File: src/hw/rtl/pjhsp_pkg.sv
package pjhsp_pkg;

  localparam int COUNT_BITS_DEF = 32;
  localparam int CFG_IDX_BITS = 2;
  localparam int CFG_DATA_BITS = 48;

  localparam logic [CFG_IDX_BITS-1:0] REG_MAX_FILE_SIZE = 2'd0;
  localparam logic [CFG_IDX_BITS-1:0] REG_MAX_SIDE = 2'd1;
  localparam logic [CFG_IDX_BITS-1:0] REG_MAX_PIXEL_COUNT = 2'd2;

  localparam logic [31:0] MAX_FILE_SIZE_RST = 32'd33554432;
  localparam logic [31:0] MAX_SIDE_RST = 32'd16384;
  localparam logic [47:0] MAX_PIXEL_COUNT_RST = 48'd67108864;

  localparam logic [2:0] ST_OK = 3'd0;
  localparam logic [2:0] ST_LIMITS = 3'd1;
  localparam logic [2:0] ST_SIZE = 3'd2;
  localparam logic [2:0] ST_HEADER = 3'd3;
  localparam logic [2:0] ST_DIMS = 3'd4;

  localparam logic [1:0] FMT_UNKNOWN = 2'd0;
  localparam logic [1:0] FMT_PNG = 2'd1;
  localparam logic [1:0] FMT_JPEG = 2'd2;

  localparam logic [3:0] PH_START = 4'd0;
  localparam logic [3:0] PH_PNG = 4'd1;
  localparam logic [3:0] PH_SOI2 = 4'd2;
  localparam logic [3:0] PH_SCAN = 4'd3;
  localparam logic [3:0] PH_FILL = 4'd4;
  localparam logic [3:0] PH_LEN_HI = 4'd5;
  localparam logic [3:0] PH_LEN_LO = 4'd6;
  localparam logic [3:0] PH_SOF_LEN_HI = 4'd7;
  localparam logic [3:0] PH_SOF_LEN_LO = 4'd8;
  localparam logic [3:0] PH_SKIP = 4'd9;
  localparam logic [3:0] PH_SOF_BODY = 4'd10;
  localparam logic [3:0] PH_IDLE = 4'd11;

  typedef struct packed {
    logic [7:0] data_byte;
    logic       final_byte;
  } in_beat_t;

  typedef struct packed {
    logic [2:0]  status;
    logic [1:0]  image_format;
    logic [31:0] image_width;
    logic [31:0] image_height;
  } out_beat_t;

  // Summary of one file, handed from the parser to the checker.
  typedef struct packed {
    logic        hdr_ok;
    logic        count_bad;
    logic [1:0]  fmt;
    logic [31:0] width;
    logic [31:0] height;
  } file_sum_t;

  function automatic logic [7:0] png_head(input logic [3:0] i);
    logic [7:0] v;
    case (i)
      4'd0: v = 8'h89;
      4'd1: v = 8'h50;
      4'd2: v = 8'h4e;
      4'd3: v = 8'h47;
      4'd4: v = 8'h0d;
      4'd5: v = 8'h0a;
      4'd6: v = 8'h1a;
      4'd7: v = 8'h0a;
      4'd8, 4'd9, 4'd10: v = 8'h00;
      4'd11: v = 8'd13;
      4'd12: v = 8'h49;
      4'd13: v = 8'h48;
      4'd14: v = 8'h44;
      default: v = 8'h52;
    endcase
    return v;
  endfunction

endpackage

File: src/hw/rtl/pjhsp_parser.sv
module pjhsp_parser #(
  parameter int COUNT_BITS = pjhsp_pkg::COUNT_BITS_DEF
) (
  input  logic                  clk,
  input  logic                  rst_n,
  input  logic                  in_push,
  output logic                  in_full,
  input  pjhsp_pkg::in_beat_t   in_data,
  input  logic [31:0]           max_file_size,
  output logic                  sum_valid,
  input  logic                  sum_full,
  output pjhsp_pkg::file_sum_t  sum_data
);

  localparam int EB = COUNT_BITS + 1;
  localparam int CW = (COUNT_BITS > 32) ? COUNT_BITS : 32;
  localparam logic [COUNT_BITS-1:0] CMAX = {COUNT_BITS{1'b1}};

  logic [COUNT_BITS-1:0] cnt_r, cnt_nxt;
  logic [3:0]  ph_r, ph_nxt;
  logic        fail_r, fail_nxt, found_r, found_nxt;
  logic [15:0] left_r, left_nxt;
  logic [2:0]  off_r, off_nxt;
  logic [EB-1:0] end_r, end_nxt;
  logic [31:0] w_r, w_nxt, h_r, h_nxt;
  logic [1:0]  fmt_r, fmt_nxt;
  logic [7:0]  b;
  logic [15:0] size;
  logic        fire, is_sof;
  logic [EB-1:0] cnt_ext;
  logic [CW-1:0] cnt_big;
  logic        hdr_ok;

  assign b = in_data.data_byte;
  assign in_full = sum_full;
  assign fire = in_push && !sum_full;
  assign size = {left_r[7:0], b};
  assign is_sof = (b[7:4] == 4'hc) && (b != 8'hc4) && (b != 8'hc8) && (b != 8'hcc);

  always_comb begin
    cnt_nxt = cnt_r; ph_nxt = ph_r; fail_nxt = fail_r; found_nxt = found_r;
    left_nxt = left_r; off_nxt = off_r; end_nxt = end_r;
    w_nxt = w_r; h_nxt = h_r; fmt_nxt = fmt_r;
    unique case (ph_r)
      pjhsp_pkg::PH_START: begin
        if (b == 8'h89) begin
          fmt_nxt = pjhsp_pkg::FMT_PNG; ph_nxt = pjhsp_pkg::PH_PNG;
        end else if (b == 8'hff) begin
          fmt_nxt = pjhsp_pkg::FMT_JPEG; ph_nxt = pjhsp_pkg::PH_SOI2;
        end else begin
          fail_nxt = 1'b1; ph_nxt = pjhsp_pkg::PH_IDLE;
        end
      end
      pjhsp_pkg::PH_PNG: begin
        if (cnt_r < COUNT_BITS'(16)) begin
          if (b != pjhsp_pkg::png_head(cnt_r[3:0])) begin
            fail_nxt = 1'b1; ph_nxt = pjhsp_pkg::PH_IDLE;
          end
        end else if (cnt_r < COUNT_BITS'(20)) begin
          w_nxt = {w_r[23:0], b};
        end else begin
          h_nxt = {h_r[23:0], b};
          if (cnt_r == COUNT_BITS'(23)) begin
            found_nxt = 1'b1; end_nxt = EB'(24); ph_nxt = pjhsp_pkg::PH_IDLE;
          end
        end
      end
      pjhsp_pkg::PH_SOI2: begin
        if (b == 8'hd8) begin
          ph_nxt = pjhsp_pkg::PH_SCAN;
        end else begin
          fail_nxt = 1'b1; ph_nxt = pjhsp_pkg::PH_IDLE;
        end
      end
      pjhsp_pkg::PH_SCAN: begin
        if (b == 8'hff) ph_nxt = pjhsp_pkg::PH_FILL;
      end
      pjhsp_pkg::PH_FILL: begin
        if (b == 8'hff) begin
          ph_nxt = pjhsp_pkg::PH_FILL;
        end else if (b == 8'hd9 || b == 8'hda) begin
          fail_nxt = 1'b1; ph_nxt = pjhsp_pkg::PH_IDLE;
        end else if (b == 8'h00 || b == 8'h01 || (b >= 8'hd0 && b <= 8'hd8)) begin
          ph_nxt = pjhsp_pkg::PH_SCAN;
        end else if (is_sof) begin
          ph_nxt = pjhsp_pkg::PH_SOF_LEN_HI;
        end else begin
          ph_nxt = pjhsp_pkg::PH_LEN_HI;
        end
      end
      pjhsp_pkg::PH_LEN_HI, pjhsp_pkg::PH_SOF_LEN_HI: begin
        left_nxt = {8'd0, b};
        end_nxt = EB'(cnt_r);
        ph_nxt = (ph_r == pjhsp_pkg::PH_LEN_HI) ? pjhsp_pkg::PH_LEN_LO
                                                 : pjhsp_pkg::PH_SOF_LEN_LO;
      end
      pjhsp_pkg::PH_LEN_LO: begin
        if (size < 16'd2) begin
          fail_nxt = 1'b1; ph_nxt = pjhsp_pkg::PH_IDLE;
        end else begin
          left_nxt = size - 16'd2;
          ph_nxt = (size == 16'd2) ? pjhsp_pkg::PH_SCAN : pjhsp_pkg::PH_SKIP;
        end
      end
      pjhsp_pkg::PH_SOF_LEN_LO: begin
        if (size < 16'd7) begin
          fail_nxt = 1'b1; ph_nxt = pjhsp_pkg::PH_IDLE;
        end else begin
          end_nxt = end_r + EB'(size);
          off_nxt = 3'd2; ph_nxt = pjhsp_pkg::PH_SOF_BODY;
        end
      end
      pjhsp_pkg::PH_SKIP: begin
        left_nxt = left_r - 16'd1;
        if (left_r == 16'd1) ph_nxt = pjhsp_pkg::PH_SCAN;
      end
      pjhsp_pkg::PH_SOF_BODY: begin
        if (off_r == 3'd3 || off_r == 3'd4) h_nxt = {h_r[23:0], b};
        else if (off_r >= 3'd5) w_nxt = {w_r[23:0], b};
        if (off_r >= 3'd6) begin
          found_nxt = 1'b1; ph_nxt = pjhsp_pkg::PH_IDLE;
        end else begin
          off_nxt = off_r + 3'd1;
        end
      end
      default: ph_nxt = ph_r;
    endcase
    if (cnt_r != CMAX) cnt_nxt = cnt_r + COUNT_BITS'(1);
  end

  assign cnt_ext = EB'(cnt_nxt);
  assign cnt_big = CW'(cnt_nxt);
  assign hdr_ok = !fail_nxt && found_nxt && (cnt_ext >= end_nxt) &&
                  (w_nxt != 32'd0) && (h_nxt != 32'd0);

  always_ff @(posedge clk) begin
    if (!rst_n) begin
      cnt_r <= '0; ph_r <= pjhsp_pkg::PH_START; fail_r <= 1'b0; found_r <= 1'b0;
      left_r <= '0; off_r <= '0; end_r <= '0; w_r <= '0; h_r <= '0; fmt_r <= '0;
      sum_valid <= 1'b0;
    end else begin
      sum_valid <= fire && in_data.final_byte;
      if (fire) begin
        if (in_data.final_byte) begin
          cnt_r <= '0; ph_r <= pjhsp_pkg::PH_START; fail_r <= 1'b0; found_r <= 1'b0;
          left_r <= '0; off_r <= '0; end_r <= '0; w_r <= '0; h_r <= '0; fmt_r <= '0;
        end else begin
          cnt_r <= cnt_nxt; ph_r <= ph_nxt; fail_r <= fail_nxt; found_r <= found_nxt;
          left_r <= left_nxt; off_r <= off_nxt; end_r <= end_nxt;
          w_r <= w_nxt; h_r <= h_nxt; fmt_r <= fmt_nxt;
        end
      end
    end
  end

  always_ff @(posedge clk) begin
    if (fire && in_data.final_byte) begin
      sum_data.hdr_ok <= hdr_ok;
      sum_data.count_bad <= cnt_big > CW'(max_file_size);
      sum_data.fmt <= fmt_nxt;
      sum_data.width <= w_nxt;
      sum_data.height <= h_nxt;
    end
  end

endmodule

File: src/hw/rtl/pjhsp_checker.sv
module pjhsp_checker (
  input  logic                  clk,
  input  logic                  rst_n,
  input  logic                  sum_valid,
  output logic                  sum_full,
  input  pjhsp_pkg::file_sum_t  sum_data,
  input  logic [31:0]           max_side,
  input  logic [47:0]           max_pixel_count,
  input  logic                  limits_bad,
  output logic                  out_empty,
  input  logic                  out_pop,
  output pjhsp_pkg::out_beat_t  out_data
);

  // Stage one registers the product, stage two forms the status, then a
  // four-entry queue holds results.
  logic                 s1_v_r;
  pjhsp_pkg::file_sum_t s1_r;
  logic [63:0]          prod_r;
  logic                 side_bad_r;
  pjhsp_pkg::out_beat_t q_r [4];
  logic [1:0]           rd_r, wr_r;
  logic [2:0]           cnt_r;
  pjhsp_pkg::out_beat_t res;
  logic                 push, pop;
  logic [2:0]           pend;

  assign pend = cnt_r + {2'b0, s1_v_r} + {2'b0, sum_valid};
  assign sum_full = pend >= 3'd4 && !(out_pop && !out_empty && pend == 3'd4);
  assign push = s1_v_r;
  assign pop = out_pop && !out_empty;
  assign out_empty = cnt_r == 3'd0;
  assign out_data = q_r[rd_r];

  always_comb begin
    res.image_format = s1_r.hdr_ok ? s1_r.fmt : pjhsp_pkg::FMT_UNKNOWN;
    if (limits_bad) res.status = pjhsp_pkg::ST_LIMITS;
    else if (s1_r.count_bad) res.status = pjhsp_pkg::ST_SIZE;
    else if (!s1_r.hdr_ok) res.status = pjhsp_pkg::ST_HEADER;
    else if (side_bad_r || prod_r > {16'd0, max_pixel_count}) res.status = pjhsp_pkg::ST_DIMS;
    else res.status = pjhsp_pkg::ST_OK;
    res.image_width = (res.status == pjhsp_pkg::ST_OK) ? s1_r.width : 32'd0;
    res.image_height = (res.status == pjhsp_pkg::ST_OK) ? s1_r.height : 32'd0;
  end

  always_ff @(posedge clk) begin
    if (!rst_n) begin
      s1_v_r <= 1'b0; rd_r <= 2'd0; wr_r <= 2'd0; cnt_r <= 3'd0;
    end else begin
      s1_v_r <= sum_valid;
      if (push) wr_r <= wr_r + 2'd1;
      if (pop) rd_r <= rd_r + 2'd1;
      cnt_r <= cnt_r + {2'b0, push} - {2'b0, pop};
    end
  end

  always_ff @(posedge clk) begin
    if (sum_valid) begin
      s1_r <= sum_data;
      prod_r <= sum_data.width * sum_data.height;
      side_bad_r <= sum_data.width > max_side || sum_data.height > max_side;
    end
    if (push) q_r[wr_r] <= res;
  end

endmodule

File: src/hw/rtl/png_jpeg_header_size_probe_core.sv
// Image header size probe: takes a PNG or JPEG file one byte per beat, the
// last byte flagged, and gives one result beat per file with status, format,
// width and height. A byte is taken every cycle while results are drained; a
// result reaches the output ports through the parser summary register, the
// checker product register and the result queue. The input stalls only when
// the four-entry result queue, counting results still inside the checker, is
// full and no result leaves in that cycle.
module png_jpeg_header_size_probe_core #(
  parameter int COUNT_BITS = pjhsp_pkg::COUNT_BITS_DEF
) (
  input  logic                                  clk,
  input  logic                                  rst_n,
  input  logic                                  in_push,
  output logic                                  in_full,
  input  pjhsp_pkg::in_beat_t                   in_data,
  output logic                                  out_empty,
  input  logic                                  out_pop,
  output pjhsp_pkg::out_beat_t                  out_data,
  input  logic                                  cfg_we,
  input  logic [pjhsp_pkg::CFG_IDX_BITS-1:0]    cfg_index,
  input  logic [pjhsp_pkg::CFG_DATA_BITS-1:0]   cfg_data
);

  logic [31:0] max_file_size_r, max_side_r;
  logic [47:0] max_pixel_count_r;
  logic sum_valid, sum_full;
  pjhsp_pkg::file_sum_t sum_data;
  logic limits_bad;

  always_ff @(posedge clk) begin
    if (!rst_n) begin
      max_file_size_r <= pjhsp_pkg::MAX_FILE_SIZE_RST;
      max_side_r <= pjhsp_pkg::MAX_SIDE_RST;
      max_pixel_count_r <= pjhsp_pkg::MAX_PIXEL_COUNT_RST;
    end else if (cfg_we) begin
      unique case (cfg_index)
        pjhsp_pkg::REG_MAX_FILE_SIZE: max_file_size_r <= cfg_data[31:0];
        pjhsp_pkg::REG_MAX_SIDE: max_side_r <= cfg_data[31:0];
        pjhsp_pkg::REG_MAX_PIXEL_COUNT: max_pixel_count_r <= cfg_data;
        default: max_side_r <= max_side_r;
      endcase
    end
  end

  assign limits_bad = max_file_size_r == 32'd0 || max_side_r == 32'd0 ||
                      max_pixel_count_r == 48'd0;

  pjhsp_parser #(.COUNT_BITS(COUNT_BITS)) u_parser (
    .clk, .rst_n, .in_push, .in_full, .in_data,
    .max_file_size(max_file_size_r),
    .sum_valid, .sum_full, .sum_data
  );

  pjhsp_checker u_checker (
    .clk, .rst_n, .sum_valid, .sum_full, .sum_data,
    .max_side(max_side_r), .max_pixel_count(max_pixel_count_r), .limits_bad,
    .out_empty, .out_pop, .out_data
  );

endmodule
File: config.mk
export PLATFORM = sky130hd
export DESIGN_NAME = png_jpeg_header_size_probe_core
export DESIGN_NICKNAME = d
export VERILOG_FILES = /design/src/hw/rtl/pjhsp_pkg.sv /design/src/hw/rtl/pjhsp_parser.sv /design/src/hw/rtl/pjhsp_checker.sv /design/src/hw/rtl/png_jpeg_header_size_probe_core.sv
export SDC_FILE = /design/constraint.sdc
export NUM_CORES = 2
export LEC_CHECK = 0
export BUFFER_PORTS_ARGS = -buffer_cell sky130_fd_sc_hd__buf_4
export CAP_MARGIN = 20
export CORE_MARGIN = 1.5
export CORE_UTILIZATION = 56
export CTS_BUF_LIST = sky130_fd_sc_hd__clkbuf_16
export DETAILED_ROUTE_END_ITERATION = 6
export PLACE_DENSITY_LB_ADDON = 0.08
export SLEW_MARGIN = 0
export SYNTH_ARGS = -nofsm -noshare
export SYNTH_HDL_FRONTEND = slang
export SYNTH_SLANG_ARGS = --single-unit
File: constraint.sdc
create_clock -name clk -period 8.3 [get_ports clk]
set_clock_uncertainty 0.2 [all_clocks]
set_input_delay 0.83 -clock clk [delete_from_list [all_inputs] [get_ports clk]]
set_output_delay 0.83 -clock clk [all_outputs]
set_load 0.05 [all_outputs]
==> reports/results.tsv <==
metric	value	unit
clock root buffer	clkbuf_16	
Syn Nets	8261	
Core Area	123600	µm²
DP HPWL	149600	µm
Crit Path Max Fanout	34	
initial antenna violation count	4	
critical path capture point type	flip-flop	
input/output buffers	134	
Initial Util	0.5637	
critical path arrival	8320	ps
DIE AREA	126600	µm²
Routed Antenna Nets	0	
worst min path class	in2reg	
RePlAce Congestion	0.9530	
share of the yosys chip area belonging to registers	0.2877	
DR iter-0 viols	4405	
Die Height	355.8	µm
post-route minimum period	8100	ps
# DRC	0	
Fin Setup TNS	0	ps
Setup WS post-layout	199.5	ps
post-synth top area share	0.2577	
Fin. Hold Viols	0	
Post-Synthesis Cell Area	69690	µm²
Site Rows	129	
clock latency on the worst-skew pair	700	ps
die width	355.8	µm
commonest non-fill, non-tap cell in the layout	inv_1	
Slew Limit Fails	0	
#FFs+latches synth	763	
Clock Tree Buf Depth	3	
first-pass GRT wire length	305900	µm
synth top area cells	fa_1 (26%), edfxtp_1 (21%), ha_1 (8.6%)	
vias in the first global route	50620	
Mapped Cells	6821	
max cap viols	0	
Top Ports	135	
vias	49510	
DR vias/cell	5.768	
routed wire length	197000	µm
fmax	123.4	MHz
Yosys warning count	0	
Tightest Pin Transition	1079	ps
Async SR Flop Fraction	0	
# hold bufs at CTS	0	
fin nets	8315	
total track usage	0.3178	
Crit Path Category	reg2reg	
drt wl/cell	22.95	µm
Clock Sinks	763	
required time worst endpoint	8520	ps
H-tree Lvls	3	
Main synth FF type	edfxtp_1	
status	complete, no violations	
post-synth top area cell	fa_1	
slowest CP cell	fa_1	
Post-synth EDFFs	477	
DP Worst Slack	-10.50	ps
CTS Buf Count	84	
Area growth syn-to-layout	9.882	%
layout cell share with drive strength beyond 1	0.09677	
gr ovfl total	0	
Final setup violation count	0	
commonest cells after routing, fill and taps aside	inv_1 (1039), fa_1 (895), nand2_1 (811)	
cell repeated most along the worst path	fa_1	
Synth Area per Inst	10.22	µm²
TritonCTS clock tree	yes	
Slowest Stage Delay on Critical Path	550	ps
first drt pass iteration count	6	
Cell variety after synth	86	
clock slew at reported path FFs	60	ps
Post-DP Area	73390	µm²
crit start category	flip-flop	
Final Cycle Share	0.9760	
max_slew headroom	0.2810	
final instance area	76580	µm²
largest net degree at the start of global routing	116	
RSZ-0062 raised after global routing	yes	
synthesized netlist by cell type (all sizes together), types with 11 or more instances:
| cell | n |
|---|---|
| a21boi | 128 |
| nand2b | 20 |
| fa | 897 |
| and2 | 718 |
| nor3 | 55 |
| inv | 1025 |
| nor2 | 122 |
| a31oi | 19 |
| nand2 | 812 |
| mux4 | 69 |
| dfxtp | 286 |
| edfxtp | 477 |
| clkbuf | 356 |
| a21oi | 151 |
| o21bai | 14 |
| buf | 27 |
| nor2b | 130 |
| nor4 | 60 |
| a21o | 110 |
| o21ai | 161 |
| mux2 | 63 |
| and3 | 31 |
| a211oi | 18 |
| o211ai | 17 |
| o21a | 38 |
| nand4 | 78 |
| nand3 | 51 |
| xnor2 | 74 |
| a22oi | 92 |
| or3 | 12 |
| ha | 479 |
| a222oi | 11 |
| xor2 | 62 |
| o31ai | 22 |
| o22ai | 15 |
metal layers:
layer	vias to the layer above	track usage	routed length, µm
li1	22310	-	-
met2	1623	0.5138	92930
met4	2	0.09804	7006
met3	295	0.03867	12080
met1	25270	0.4503	84950
met5	-	0	19
stage by stage:
step	util	hold WS (ps)	cells
4_1_cts	0.6161	177.0	8563
3_5_place_dp	0.5936	204.5	8404
3_3_place_gp	0.5936	202.9	8404
2_1_floorplan	-	200.3	6821
5_1_grt	0.6193	210.2	8581
6_report	0.6194	201.1	8583
critical path: cells and delay by family (launching register included):
family	cells	cell delay, ps
adder cells (fa/ha/maj)	9	4380
AO/OA/AOI/OAI	7	1230
buffers and inverters	8	900
AND/OR/NAND/NOR	3	550
flip-flops	1	420
XOR/XNOR	1	130
logic make-up (layout without fill, tap and decap cells):
logic type / count (synthesis) / count (layout) / synth area share
flip-flops: 763 / 763 / 0.2877
other: 0 / 2 / 0
buffers and inverters: 1408 / 1531 / 0.07611
AO/OA/AOI/OAI: 864 / 864 / 0.08411
multiplexers: 137 / 137 / 0.03320
AND/OR/NAND/NOR: 2137 / 2137 / 0.1581
adder cells (fa/ha/maj): 1376 / 1376 / 0.3437
XOR/XNOR: 136 / 136 / 0.01709
final timing paths:
kind                                         from                            endpoint  slack [ps]  cells after the start
setup / recovery   u_parser.sum_data[3]$_DFFE_PP_      u_checker.prod_r[56]$_DFFE_PP_         200                     28
hold / removal                       cfg_data[13]  max_pixel_count_r[13]$_SDFFE_PN0P_         200                      3
setup reg to reg   u_parser.sum_data[3]$_DFFE_PP_      u_checker.prod_r[56]$_DFFE_PP_         200                     28
hold reg to reg   u_parser.sum_data[65]$_DFFE_PP_        u_checker.s1_r[65]$_DFFE_PP_         220                      0
state kept, by name (all words and copies together) (netlist names), 2 cells and up, named ones only:
register           count
max_file_size_r       32
max_side_r            32
u_parser.fmt_r         2
u_checker.wr_r         2
u_parser.left_r       16
u_parser.w_r          32
u_parser.cnt_r        32
u_parser.ph_r          4
u_checker.prod_r      64
u_parser.h_r          32
u_parser.end_r        33
u_parser.off_r         3
u_checker.q_r        276
u_checker.rd_r         2
u_checker.s1_r        68
u_checker.cnt_r        3
u_parser.sum_data     68
max_pixel_count_r     48
timing repair:
| item | in CTS | in global routing |
|---|---|---|
| endpoints found under the hold margin | 0 | 0 |
| gates cloned | 0 | 1 |
| endpoints found under the setup margin | 4 | 15 |
| buffers inserted | 4 | 16 |
| gates resized for setup | 5 | 49 |
| pin swaps | 0 | 11 |
area by class of cell:
cell class | instances | area [µm²]
Multi-Input combinational cell | 4650 | 44600
Tap cell | 1637 | 2048
Sequential cell | 763 | 20060
Antenna cell | 2 | 5.005
Inverter | 1025 | 3847
Clock buffer | 87 | 2177
Fill cell | 10400 | 47060
Timing Repair Buffer | 351 | 3284
Clock inverter | 68 | 555.5
Power is left out: the tool's default activity adds up to more than one toggle a clock period on the data nets, which glitch-free logic cannot reach.
